[src/rtl/binary_heap_priority_queue_defines.svh]
// Assertion macros for the binary heap priority queue.
`ifndef BINARY_HEAP_PRIORITY_QUEUE_DEFINES_SVH
`define BINARY_HEAP_PRIORITY_QUEUE_DEFINES_SVH

`ifndef NO_ASSERTIONS

`define BHPQ_ASSERT_SAME(name, ante, cons) \
   name: assert property (@(posedge clock) disable iff (reset) (ante) |-> (cons)) \
      else $error("bhpq check failed");

`define BHPQ_ASSERT_NEXT(name, ante, cons) \
   name: assert property (@(posedge clock) disable iff (reset) (ante) |=> (cons)) \
      else $error("bhpq check failed");

`else

`define BHPQ_ASSERT_SAME(name, ante, cons)

`define BHPQ_ASSERT_NEXT(name, ante, cons)

`endif

`endif

[src/rtl/bhpq_pkg.sv]
// Shared types, codes and helpers for the binary heap priority queue.
package bhpq_pkg;

   localparam int DEF_CAPACITY = 64;
   localparam int KEY_W        = 32;

   typedef logic signed [KEY_W-1:0] key_type;

   localparam key_type KEY_NONE = '1;

   typedef enum logic {
      FN_INSERT = 1'b0,
      FN_SERVE  = 1'b1
   } func_type;

   typedef enum logic [1:0] {
      ST_DONE  = 2'd0,
      ST_FULL  = 2'd1,
      ST_EMPTY = 2'd2
   } status_type;

   typedef struct packed {
      func_type func;
      key_type  key_in;
   } req_type;

   typedef struct packed {
      status_type status;
      key_type    top_key;
      logic       top_valid;
      logic [6:0] entry_count;
      logic       is_full;
   } rsp_type;

   // true when key a must stand above key b
   function automatic logic ahead(key_type a, key_type b, logic mode);
      return mode ? (a > b) : (a < b);
   endfunction

endpackage

[src/rtl/bhpq_ram.sv]
// Heap key store: one write port, two registered read ports.
module bhpq_ram
   import bhpq_pkg::*;
#(
   parameter int DEPTH = DEF_CAPACITY,
   parameter int AW    = $clog2(DEPTH)
) (
   input  logic          clock,
   input  logic          wr_en,
   input  logic [AW-1:0] wr_addr,
   input  key_type       wr_data,
   input  logic [AW-1:0] rd_addr_a,
   input  logic [AW-1:0] rd_addr_b,
   output key_type       rd_data_a,
   output key_type       rd_data_b
);

   key_type mem [DEPTH];
   key_type rd_a_ff;
   key_type rd_b_ff;

   always_ff @(posedge clock) begin
      if (wr_en) begin
         mem[wr_addr] <= wr_data;
      end
      rd_a_ff <= mem[rd_addr_a];
      rd_b_ff <= mem[rd_addr_b];
   end

   assign rd_data_a = rd_a_ff;
   assign rd_data_b = rd_b_ff;

endmodule

[src/rtl/binary_heap_priority_queue.sv]
// Binary heap priority queue top level. Busy is low in the response cycle: one request at a time.
// Rejected requests, inserts into an empty heap and serves of the last key respond in the cycle after the request.
// Insert: sift-up one level at a time in S_UP, then the final write of the new key.
// Serve: one read of the last key in S_DN_LAST, then sift-down one level at a time in S_DN_CMP.
// The key store has a single write port; each response strobes for one cycle.
// Reset clears count, order mode and control; the key store is not cleared.
`include "binary_heap_priority_queue_defines.svh"

module binary_heap_priority_queue
   import bhpq_pkg::*;
#(
   parameter int CAPACITY = DEF_CAPACITY
) (
   input  logic    clock,
   input  logic    reset,
   input  logic    start,
   output logic    busy,
   input  req_type req_data,
   output logic    rsp_valid,
   output rsp_type rsp_data,
   input  logic    csr_wr_en,
   input  logic    csr_wr_data
);

   localparam int IW  = $clog2(CAPACITY);
   localparam int CW  = $clog2(CAPACITY + 1);
   localparam int CHW = IW + 2;

   typedef enum logic [4:0] {
      S_IDLE    = 5'b00001,
      S_UP      = 5'b00010,
      S_DN_LAST = 5'b00100,
      S_DN_CMP  = 5'b01000,
      S_FIN     = 5'b10000
   } state_type;

   state_type        state_ff, state_in;
   logic [CW-1:0]    count_ff, count_in;
   logic [IW-1:0]    idx_ff, idx_in;
   key_type          key_ff, key_in;
   key_type          root_ff, root_in;
   logic             mode_ff, mode_in;
   logic             rsp_valid_ff, rsp_valid_in;
   rsp_type          rsp_ff, rsp_in;
   status_type       status_in;

   logic             wr_en;
   logic [IW-1:0]    wr_addr;
   key_type          wr_data;
   logic [IW-1:0]    rd_addr_a;
   logic [IW-1:0]    rd_addr_b;
   key_type          rd_data_a;
   key_type          rd_data_b;

   logic [CHW-1:0]   left_idx;
   logic [CHW-1:0]   right_idx;
   logic [CHW-1:0]   best_idx;
   logic [CHW-1:0]   next_left;
   logic [CHW-1:0]   count_ext;
   key_type          best_key;
   logic [IW-1:0]    parent_idx;
   logic [IW-1:0]    parent_cnt;
   logic [IW-1:0]    parent_par;

   function automatic logic [IW-1:0] parent_of(logic [IW-1:0] i);
      return IW'((i - IW'(1)) >> 1);
   endfunction

   bhpq_ram #(
      .DEPTH (CAPACITY),
      .AW    (IW)
   ) u_ram (
      .clock     (clock),
      .wr_en     (wr_en),
      .wr_addr   (wr_addr),
      .wr_data   (wr_data),
      .rd_addr_a (rd_addr_a),
      .rd_addr_b (rd_addr_b),
      .rd_data_a (rd_data_a),
      .rd_data_b (rd_data_b)
   );

   assign busy = (state_ff != S_IDLE);

   // child and parent indexes of the current hole
   always_comb begin
      count_ext  = CHW'(count_ff);
      left_idx   = {1'b0, idx_ff, 1'b1};
      right_idx  = left_idx + CHW'(1);
      if ((right_idx < count_ext) && ahead(rd_data_b, rd_data_a, mode_ff)) begin
         best_idx = right_idx;
         best_key = rd_data_b;
      end else begin
         best_idx = left_idx;
         best_key = rd_data_a;
      end
      next_left  = {best_idx[CHW-2:0], 1'b1};
      parent_idx = parent_of(idx_ff);
      parent_par = parent_of(parent_idx);
      parent_cnt = parent_of(count_ff[IW-1:0]);
   end

   always_comb begin
      state_in     = state_ff;
      count_in     = count_ff;
      idx_in       = idx_ff;
      key_in       = key_ff;
      mode_in      = csr_wr_en ? csr_wr_data : mode_ff;
      rsp_valid_in = 1'b0;
      status_in    = ST_DONE;
      wr_en        = 1'b0;
      wr_addr      = idx_ff;
      wr_data      = key_ff;
      rd_addr_a    = '0;
      rd_addr_b    = '0;

      unique case (state_ff)
         S_IDLE: begin
            if (start) begin
               if (req_data.func == FN_INSERT) begin
                  if (count_ff == CW'(CAPACITY)) begin
                     status_in    = ST_FULL;
                     rsp_valid_in = 1'b1;
                  end else begin
                     count_in = count_ff + CW'(1);
                     if (count_ff == '0) begin
                        wr_en        = 1'b1;
                        wr_addr      = '0;
                        wr_data      = req_data.key_in;
                        rsp_valid_in = 1'b1;
                     end else begin
                        key_in    = req_data.key_in;
                        idx_in    = count_ff[IW-1:0];
                        rd_addr_a = parent_cnt;
                        state_in  = S_UP;
                     end
                  end
               end else begin
                  if (count_ff == '0) begin
                     status_in    = ST_EMPTY;
                     rsp_valid_in = 1'b1;
                  end else begin
                     count_in = count_ff - CW'(1);
                     if (count_ff == CW'(1)) begin
                        rsp_valid_in = 1'b1;
                     end else begin
                        // fetch the last key, it moves to the root
                        rd_addr_a = IW'(count_ff - CW'(1));
                        idx_in    = '0;
                        state_in  = S_DN_LAST;
                     end
                  end
               end
            end
         end

         S_UP: begin
            if (ahead(key_ff, rd_data_a, mode_ff)) begin
               wr_en   = 1'b1;
               wr_data = rd_data_a;
               idx_in  = parent_idx;
               if (parent_idx == '0) begin
                  state_in = S_FIN;
               end else begin
                  rd_addr_a = parent_par;
               end
            end else begin
               wr_en        = 1'b1;
               rsp_valid_in = 1'b1;
               state_in     = S_IDLE;
            end
         end

         S_DN_LAST: begin
            key_in = rd_data_a;
            if (left_idx >= count_ext) begin
               wr_en        = 1'b1;
               wr_data      = rd_data_a;
               rsp_valid_in = 1'b1;
               state_in     = S_IDLE;
            end else begin
               rd_addr_a = left_idx[IW-1:0];
               rd_addr_b = right_idx[IW-1:0];
               state_in  = S_DN_CMP;
            end
         end

         S_DN_CMP: begin
            if (ahead(best_key, key_ff, mode_ff)) begin
               wr_en   = 1'b1;
               wr_data = best_key;
               idx_in  = best_idx[IW-1:0];
               if (next_left >= count_ext) begin
                  state_in = S_FIN;
               end else begin
                  rd_addr_a = next_left[IW-1:0];
                  rd_addr_b = IW'(next_left + CHW'(1));
               end
            end else begin
               wr_en        = 1'b1;
               rsp_valid_in = 1'b1;
               state_in     = S_IDLE;
            end
         end

         S_FIN: begin
            wr_en        = 1'b1;
            rsp_valid_in = 1'b1;
            state_in     = S_IDLE;
         end

         default: begin
            state_in = S_IDLE;
         end
      endcase
   end

   // track the root so the top key needs no extra read
   always_comb begin
      root_in = (wr_en && (wr_addr == '0)) ? wr_data : root_ff;
      rsp_in.status      = status_in;
      rsp_in.top_key     = (count_in != '0) ? root_in : KEY_NONE;
      rsp_in.top_valid   = (count_in != '0);
      rsp_in.entry_count = 7'(count_in);
      rsp_in.is_full     = (count_in == CW'(CAPACITY));
   end

   always_ff @(posedge clock) begin
      if (reset) begin
         state_ff     <= S_IDLE;
         count_ff     <= '0;
         mode_ff      <= 1'b0;
         rsp_valid_ff <= 1'b0;
      end else begin
         state_ff     <= state_in;
         count_ff     <= count_in;
         mode_ff      <= mode_in;
         rsp_valid_ff <= rsp_valid_in;
      end
      idx_ff  <= idx_in;
      key_ff  <= key_in;
      root_ff <= root_in;
      rsp_ff  <= rsp_in;
   end

   assign rsp_valid = rsp_valid_ff;
   assign rsp_data  = rsp_ff;

   `BHPQ_ASSERT_SAME(a_count_range, 1'b1, count_ff <= CW'(CAPACITY))
   `BHPQ_ASSERT_NEXT(a_start_progress, start && !busy, busy || rsp_valid)
   `BHPQ_ASSERT_SAME(a_top_valid_count, rsp_valid, rsp_data.top_valid == (count_ff != '0))
   `BHPQ_ASSERT_SAME(a_no_rsp_while_busy, busy && !$past(busy), !rsp_valid)

endmodule
[config.mk]
export PLATFORM = sky130hd
export DESIGN_NAME = binary_heap_priority_queue
export DESIGN_NICKNAME = d
export VERILOG_FILES = /design/src/rtl/bhpq_pkg.sv /design/src/rtl/bhpq_ram.sv /design/src/rtl/binary_heap_priority_queue.sv
export VERILOG_INCLUDE_DIRS = /design/src /design/src/rtl
export SDC_FILE = /design/constraint.sdc
export NUM_CORES = 2
export LEC_CHECK = 0
export BUFFER_PORTS_ARGS = -buffer_cell sky130_fd_sc_hd__buf_2
export CELL_PAD_IN_SITES_DETAIL_PLACEMENT = 0
export CELL_PAD_IN_SITES_GLOBAL_PLACEMENT = 1
export CORE_MARGIN = 2
export CORE_UTILIZATION = 56
export DETAILED_ROUTE_END_ITERATION = 7
export GPL_TIMING_DRIVEN = 1
export PLACE_DENSITY_LB_ADDON = 0.2
export SYNTH_ARGS = -nofsm -noshare
export SYNTH_HDL_FRONTEND = slang
export SYNTH_HIERARCHICAL = 1
export SYNTH_SLANG_ARGS = --single-unit
[constraint.sdc]
create_clock -name clock -period 7.7 [get_ports clock]
set_input_delay 1.54 -clock clock [delete_from_list [all_inputs] [get_ports clock]]
set_output_delay 1.54 -clock clock [all_outputs]
set_load 0.02 [all_outputs]
---- Yosys cells after proc, flatten, opt, wreduce, memory -nomap -nowiden ----
Memories as Yosys holds them, arrays and structs flattened. A register that Yosys moved wholly into a read port is not among the register bits.
Index checks and enable logic that the tools add are counted.
word-level totals
  register bits ........................... 127
  memory bits (writable) .................. 2048
  input port bits ......................... 38
  logic and storage cells ................. 146
  memories kept ........................... 1
memories
  name       depth  width  read ports  clocked after memory_dff  wr ports  line            text
  u_ram.mem  64     32     2           2                         1         bhpq_ram.sv:18  key_type mem [DEPTH];
cells by class
  add/subtract/negate cells ............... 7
  $lt $le $gt $ge ......................... 9
  eq/ne operators ......................... 19
  mux-type cells .......................... 85
  reduce and logical (&&, ||, !) cells .... 13
operator list
  kind                                                                 number
  32-bit 2-to-1 mux                                                    13
  6-bit 2-to-1 mux                                                     23
  32-bit one-hot mux with 4 select lines                               1
  32-bit > comparator                                                  3
  32-bit < comparator                                                  3
  5-bit 2-to-1 mux                                                     14
  32-bit one-hot mux with 2 select lines                               1
  7-bit 2-to-1 mux                                                     6
  6-bit one-hot mux with 4 select lines                                1
  5-bit one-hot mux with 4 select lines                                1
  1-bit 2-to-1 mux                                                     18
  6-bit one-hot mux with 3 select lines                                1
  7-bit == test (second input constant)                                2
  6-bit logical NOT                                                    2
  2-bit != test (second input constant)                                6
  3-bit != test (second input constant)                                4
  6-bit one-hot mux with 2 select lines                                1
  6-bit by 1-bit subtractor with 6-bit output (second input constant)  2
  7-bit by 1-bit adder with 8-bit output (second input constant)       1
  8-bit by 7-bit >= comparator with 1-bit output                       1
  8-bit by 7-bit < comparator with 1-bit output                        1
  7-bit by 1-bit adder with 7-bit output (second input constant)       1
  7-bit by 1-bit == test with 1-bit output (second input constant)     1
  7-bit >= comparator                                                  1
  other kinds (23)                                                     25

---- Logic depth before layout (Yosys ltp) ----
  depth after elaboration ................. 9
  depth in mapped cells ................... 34

---- Hierarchy ----
The synthesis kept the hierarchy.
by module, submodules not included
  module                      instances  cells each  area each (um2)
  bhpq_ram                    1          4409        95704.3
  binary_heap_priority_queue  1          1202        9935.8

---- Worst setup path after synthesis ----
No wires, ideal clock.
  path kind ............................... register -> register
  start ................................... register idx_ff[2]
  end ..................................... register u_ram.rd_a_ff[11], in the netlist u_ram/rd_data_a[11], read port of u_ram.mem
  arrival time ............................ 6882 ps
  slack ................................... 696 ps
  cell stages (with the launch flop) ...... 32
  buffers on the path ..................... 6
  period minus slack after synthesis ...... 7004 ps
  path through ............................ edfxtp_1 > clkbuf_1 > and3_1 > nand3_1 > xnor2_1 > ha_1 > a21oi_1 > o211ai_1 > a31oi_1 > o21ai_1 > inv_1 > clkbuf_1 > clkbuf_1 > nand2_1 > o21ai_0 > ha_1 > a21oi_1 > o21ai_0 > a221o_1 > o31ai_1 > a211oi_1 > or3_1 > a211oi_1 > nand3_1 > o221ai_1 > clkbuf_1 > clkbuf_1 > buf_1 > mux4_2 > mux4_2 > o22ai_1 > a21oi_1
between the ends
  cells in the longest elaborated chain, start to end .. 8
ends and longest elaborated chain
  what                                                   line                                               text
  start, declared                                        binary_heap_priority_queue.sv:39                   logic [IW-1:0] idx_ff, idx_in;
  start signal, assigned                                 binary_heap_priority_queue.sv:240                  idx_ff <= idx_in;
  7-bit by 1-bit adder with 8-bit output                 binary_heap_priority_queue.sv:89                   right_idx = left_idx + CHW'(1);
  8-bit by 7-bit < comparator with 1-bit output          binary_heap_priority_queue.sv:90                   if ((right_idx < count_ext) && ahead(rd_data_b, rd_data_a, mode_ff)) begin
  1-bit logical AND                                      binary_heap_priority_queue.sv:90
  32-bit 2-to-1 mux or 7-bit 2-to-1 mux (tied branches)  binary_heap_priority_queue.sv:90
  32-bit < comparator (tied with other cells)            bhpq_pkg.sv:37                                     return mode ? (a > b) : (a < b);
  1-bit 2-to-1 mux or 6-bit 2-to-1 mux (tied branches)   bhpq_pkg.sv:37, binary_heap_priority_queue.sv:193
  6-bit 2-to-1 mux                                       binary_heap_priority_queue.sv:189                  if (ahead(best_key, key_ff, mode_ff)) begin
  6-bit one-hot mux with 4 select lines *                binary_heap_priority_queue.sv:117                  unique case (state_ff)
  named net rd_addr_a[1]                                 binary_heap_priority_queue.sv:50                   logic [IW-1:0] rd_addr_a;
  end, declared                                          bhpq_ram.sv:19                                     key_type rd_a_ff;
The timed path passes the listed nets; every way through them passes the cells marked *.
A chain may end at the register's enable or synchronous reset.

---- Final worst setup path ----
  start ................................... register u_ram.rd_a_ff[8], in the netlist u_ram/rd_data_a[8], read port of u_ram.mem
  end ..................................... register u_ram.rd_b_ff[25], in the netlist u_ram/rd_data_b[25], read port of u_ram.mem
between the ends
  cells in the longest elaborated chain, start to end .. 8
ends and longest elaborated chain
  what                                                        line                                               text
  32-bit < comparator or 32-bit > comparator (tied branches)  bhpq_pkg.sv:37
  1-bit 2-to-1 mux                                            bhpq_pkg.sv:37
  1-bit logical AND                                           binary_heap_priority_queue.sv:90
  32-bit 2-to-1 mux or 7-bit 2-to-1 mux (tied branches)       binary_heap_priority_queue.sv:90
  32-bit < comparator (tied with other cells)                 bhpq_pkg.sv:37
  1-bit 2-to-1 mux or 6-bit 2-to-1 mux (tied branches)        bhpq_pkg.sv:37, binary_heap_priority_queue.sv:193
  6-bit 2-to-1 mux *                                          binary_heap_priority_queue.sv:189
  6-bit one-hot mux with 2 select lines *                     binary_heap_priority_queue.sv:117
  named net rd_addr_b[2]                                      binary_heap_priority_queue.sv:51                   logic [IW-1:0] rd_addr_b;
  end, declared                                               bhpq_ram.sv:20                                     key_type rd_b_ff;
Marked as above.

==> impl_metrics.py <==
metrics = {
    "worst_setup_path": {
        "crit_path_end_kind": "flop",
        "r2r_start": "u_ram/rd_data_a[8]",
        "cp_max_fo": 33,
        "cp-start-kind": "flop",
        "path_common_cell": "buf_4",
        "ff2ff_setup_slack_ns": 0.21,
        "slowest_delay_ns": 0.50,
        "path_class": "reg2reg",
        "startpoint": "u_ram/rd_data_a[8]",
        "worst_path_max_delay_cell": "o22ai_1",
        "worstPathRequired_ns": 8.41,
        "arrival_ns": 8.20,
    },
    "job": {
        "drv_cap": 0,
    },
    "timing": {
        "fin_skew_ns": 0.0378,
        "fin_crit_ns": 7.49,
        "drv_slew": 483,
        "grt_setup_unrepaired": "true",
        "setup_tns_ns": 0,
        "fmax_ghz": 0.134,
        "setup_viol": 0,
        "hold_viol_final": 0,
        "maxSlewHeadroom_pct": -245,
        "worst_pin_slew_ns": 5.18,
        "post-route-period-util_pct": 97.2,
        "fin_hold_ws_ns": 0.562,
    },
    "drt": {
        "drt_iter0_markers": 9773,
        "ant_nets": 0,
        "vias": 64000,
        "routedWlPerCell_um": 37.0,
        "drt_first_pass_iters": 8,
        "drc": 0,
        "wirelength_um": 330000,
        "detail_route.vias_per_cell": 7.19,
    },
    "clocking": {
        "cts_sinks": 2239,
        "cts-hold-fix-buffers": 0,
        "h-tree-depth": 4,
        "cts-root-buf": "clkbuf_16",
        "cts_buffers": 222,
        "clk-insertion-delay-late_ns": 0.89,
        "clk_pin_slew_ns": 0.07,
        "clk_path_buf_depth": 3,
        "cts_tree": "done",
    },
    "synthesis": {
        "synth_compound_area_share_pct": 5.05,
        "synth_warnings": 6,
        "synthSimpleGateAreaFrac_pct": 2.51,
        "synthCells": 5611,
        "synth_xor_area_share_pct": 0.182,
        "synth_edf_count": 2086,
        "synth_fp_nets": 5770,
        "avgSynthCellArea_um2": 18.8,
        "ys_async_sr_fraction_pct": 0,
        "seq_area_frac_synth_pct": 62.2,
        "yosys.area_share.adder_pct": 1.43,
        "synth_ff_type": "edfxtp_1",
        "yosys-mux-area-fraction_pct": 26.3,
        "syn_area_mm2": 0.106,
        "ys_seq_elements": 2239,
        "synth_top_family_by_area": "multiplexers",
        "synth_cell_types": 77,
    },
    "outcome": {
        "violations": "slew limit",
        "status": "finished, violations left",
    },
    "grt": {
        "grt_usage_pct": 34.6,
        "grt_pass1_vias": 63200,
        "antenna_found_initial": 25,
        "grt_max_degree": 504,
        "grt_overflow": 0,
        "grt_pass1_wl_um": 468000,
    },
    "die": {
        "fp-row-count": 159,
        "die_area_mm2": 0.192,
        "ioPinCount": 83,
        "fp.dieH_um": 438,
        "initial_core_util_pct": 56.3,
        "core_mm2": 0.188,
        "fp.dieW_um": 438,
    },
    "cells_and_area": {
        "fin_util_pct": 65.2,
        "finalNonFillerCells": 8906,
        "postLayoutCellArea_mm2": 0.122,
        "fillers": 12400,
        "nets": 6381,
        "syn2layout_area_growth_pct": 15.8,
        "layout-drive-gt1-share_pct": 38.6,
    },
    "placed_design": {
        "place_area_mm2": 0.114,
        "dp_hpwl_um": 211000,
        "dp_cells": 8446,
        "portBuffers": 82,
        "place.gp.congestion": 0.914,
    },
    "hold_path": {
        "hp-start": "root_ff[30]",
        "min_path_type": "reg2reg",
    },
    "pwr": {
        "p_leak_uw": 0.0396,
        "p_per_area_mw_per_mm2": 368,
        "ir_worst_vdd_uv": 681,
    },
}
-- flip-flops by register name, indices dropped and copies added, names as in the netlist, 6 cells and up --
| register | cells |
|---|---|
| u_ram/rd_data_b | 32 |
| idx_ff | 6 |
| u_ram/rd_data_a | 32 |
| u_ram/mem | 2048 |
| key_ff | 32 |
| count_ff | 7 |
| rsp_data | 43 |
| root_ff | 32 |
-- repair_timing --
item / in CTS / in global routing
endpoints found under the hold margin: 0 / 0
resized for setup: 39 / 55
buffers inserted: 7 / 35
pin swaps: 3 / 5
cloned: 3 / 2
endpoints found under the setup margin: 64 / 64
-- cells in the mapped netlist (99+ instances only) --
cell         n  area (um^2)
edfxtp_1  2086        62600
mux4_2    1124        25300
nand2_1    263          987
mux2i_1    212         2120
clkbuf_1   164          616
dfxtp_1    153         3060
a21oi_1    141          706
nor2_1     136          510
buf_2      122          611
ha_1       121         1510
o21ai_0    120          601
a22oi_1     99          743
-- cell families after synthesis --
group | after synthesis
other | 1
muxes | 1367
DFF | 2239
buffers and inverters | 506
adders and majority gates | 121
xor gates and xnor gates | 22
and+or+nand+nor | 588
AOI/OAI and AO/OA | 767
-- report_power, final --
| group | internal, uW | total [uW] | switching [uW] |
|---|---|---|---|
| combinational | 6860 | 17200 | 10400 |
| clock | 6170 | 10900 | 4690 |
| sequential | 16700 | 17000 | 332 |
-- placed cells by master (no fill, tap or decap), types with 18 or more instances in the layout --
| cell | netlist | final |
|---|---|---|
| a211o_1 | 35 | 35 |
| a211oi_1 | 21 | 18 |
| a21o_1 | 55 | 38 |
| a21o_2 | 15 | 32 |
| a21oi_1 | 141 | 131 |
| a221o_1 | 31 | 31 |
| a22o_1 | 34 | 33 |
| a22oi_1 | 99 | 97 |
| buf_12 | 0 | 115 |
| buf_2 | 122 | 82 |
| buf_4 | 71 | 581 |
| bufinv_16 | 0 | 20 |
| clkbuf_1 | 164 | 58 |
| clkbuf_16 | 0 | 229 |
| clkinv_1 | 1 | 30 |
| clkinv_2 | 0 | 41 |
| dfxtp_1 | 153 | 145 |
| edfxtp_1 | 2086 | 2086 |
| ha_1 | 121 | 121 |
| inv_1 | 93 | 92 |
| mux2_2 | 31 | 31 |
| mux2i_1 | 212 | 209 |
| mux4_2 | 1124 | 1124 |
| nand2_1 | 263 | 258 |
| nand3_1 | 28 | 27 |
| nand4_1 | 24 | 24 |
| nor2_1 | 136 | 70 |
| nor2_4 | 1 | 66 |
| nor2b_1 | 34 | 30 |
| nor3_1 | 29 | 26 |
| o211ai_1 | 31 | 31 |
| o21ai_0 | 120 | 106 |
| o21ai_1 | 20 | 27 |
| o221ai_1 | 24 | 21 |
| o22ai_1 | 59 | 51 |
-- path summary, 6_finish.rpt --
| check | endpoint | cells after the start |
|---|---|---|
| worst max register to register | u_ram/rd_data_b[25] | 34 |
| worst min register to register | root_ff[30] | 2 |
| worst min-delay path | root_ff[30] | 2 |
| worst max-delay path | u_ram/rd_data_b[25] | 34 |
-- layout make-up --
type | count | area, um^2 | area share, %
clock inverters | 115 | 1200 | 0.981
flip-flops and latches | 2239 | 65700 | 53.7
clock buffers | 295 | 6040 | 4.93
inverters | 94 | 353 | 0.288
well taps | 2495 | 3120 | 2.55
repair buffers | 799 | 7480 | 6.11
multi-input cells | 2866 | 38500 | 31.4
diodes | 3 | 7.51 | 0.00613
-- metal layers --
metal  up-vias  global-route usage, %  part of all wire [%]
li1      25200                      -                     -
met1     33500                   49.0                    36
met2      4552                   52.7                    46
met3       737                   8.97                    14
met4        18                   11.9                   4.0
met5         -                      0                 0.040
-- through the flow --
stage	power [uW]	setup slack (ns)
after global placement	33400	-0.840
after detailed placement	33700	-0.682
after global routing	46600	-0.0336
final	45100	0.214
after floorplan	26600	0.696
after CTS	44600	0.0229
-- critical path, delay by kind of cell (launching register included) --
kind / cells / cell delay, ns
flip-flops: 1 / 0.47
buffers and inverters: 11 / 2.12
AND/OR/NAND/NOR: 10 / 1.93
adder cells (fa/ha/maj): 2 / 0.61
AO/OA/AOI/OAI: 11 / 2.12
Note: power is estimated with default switching activity, not from simulation.
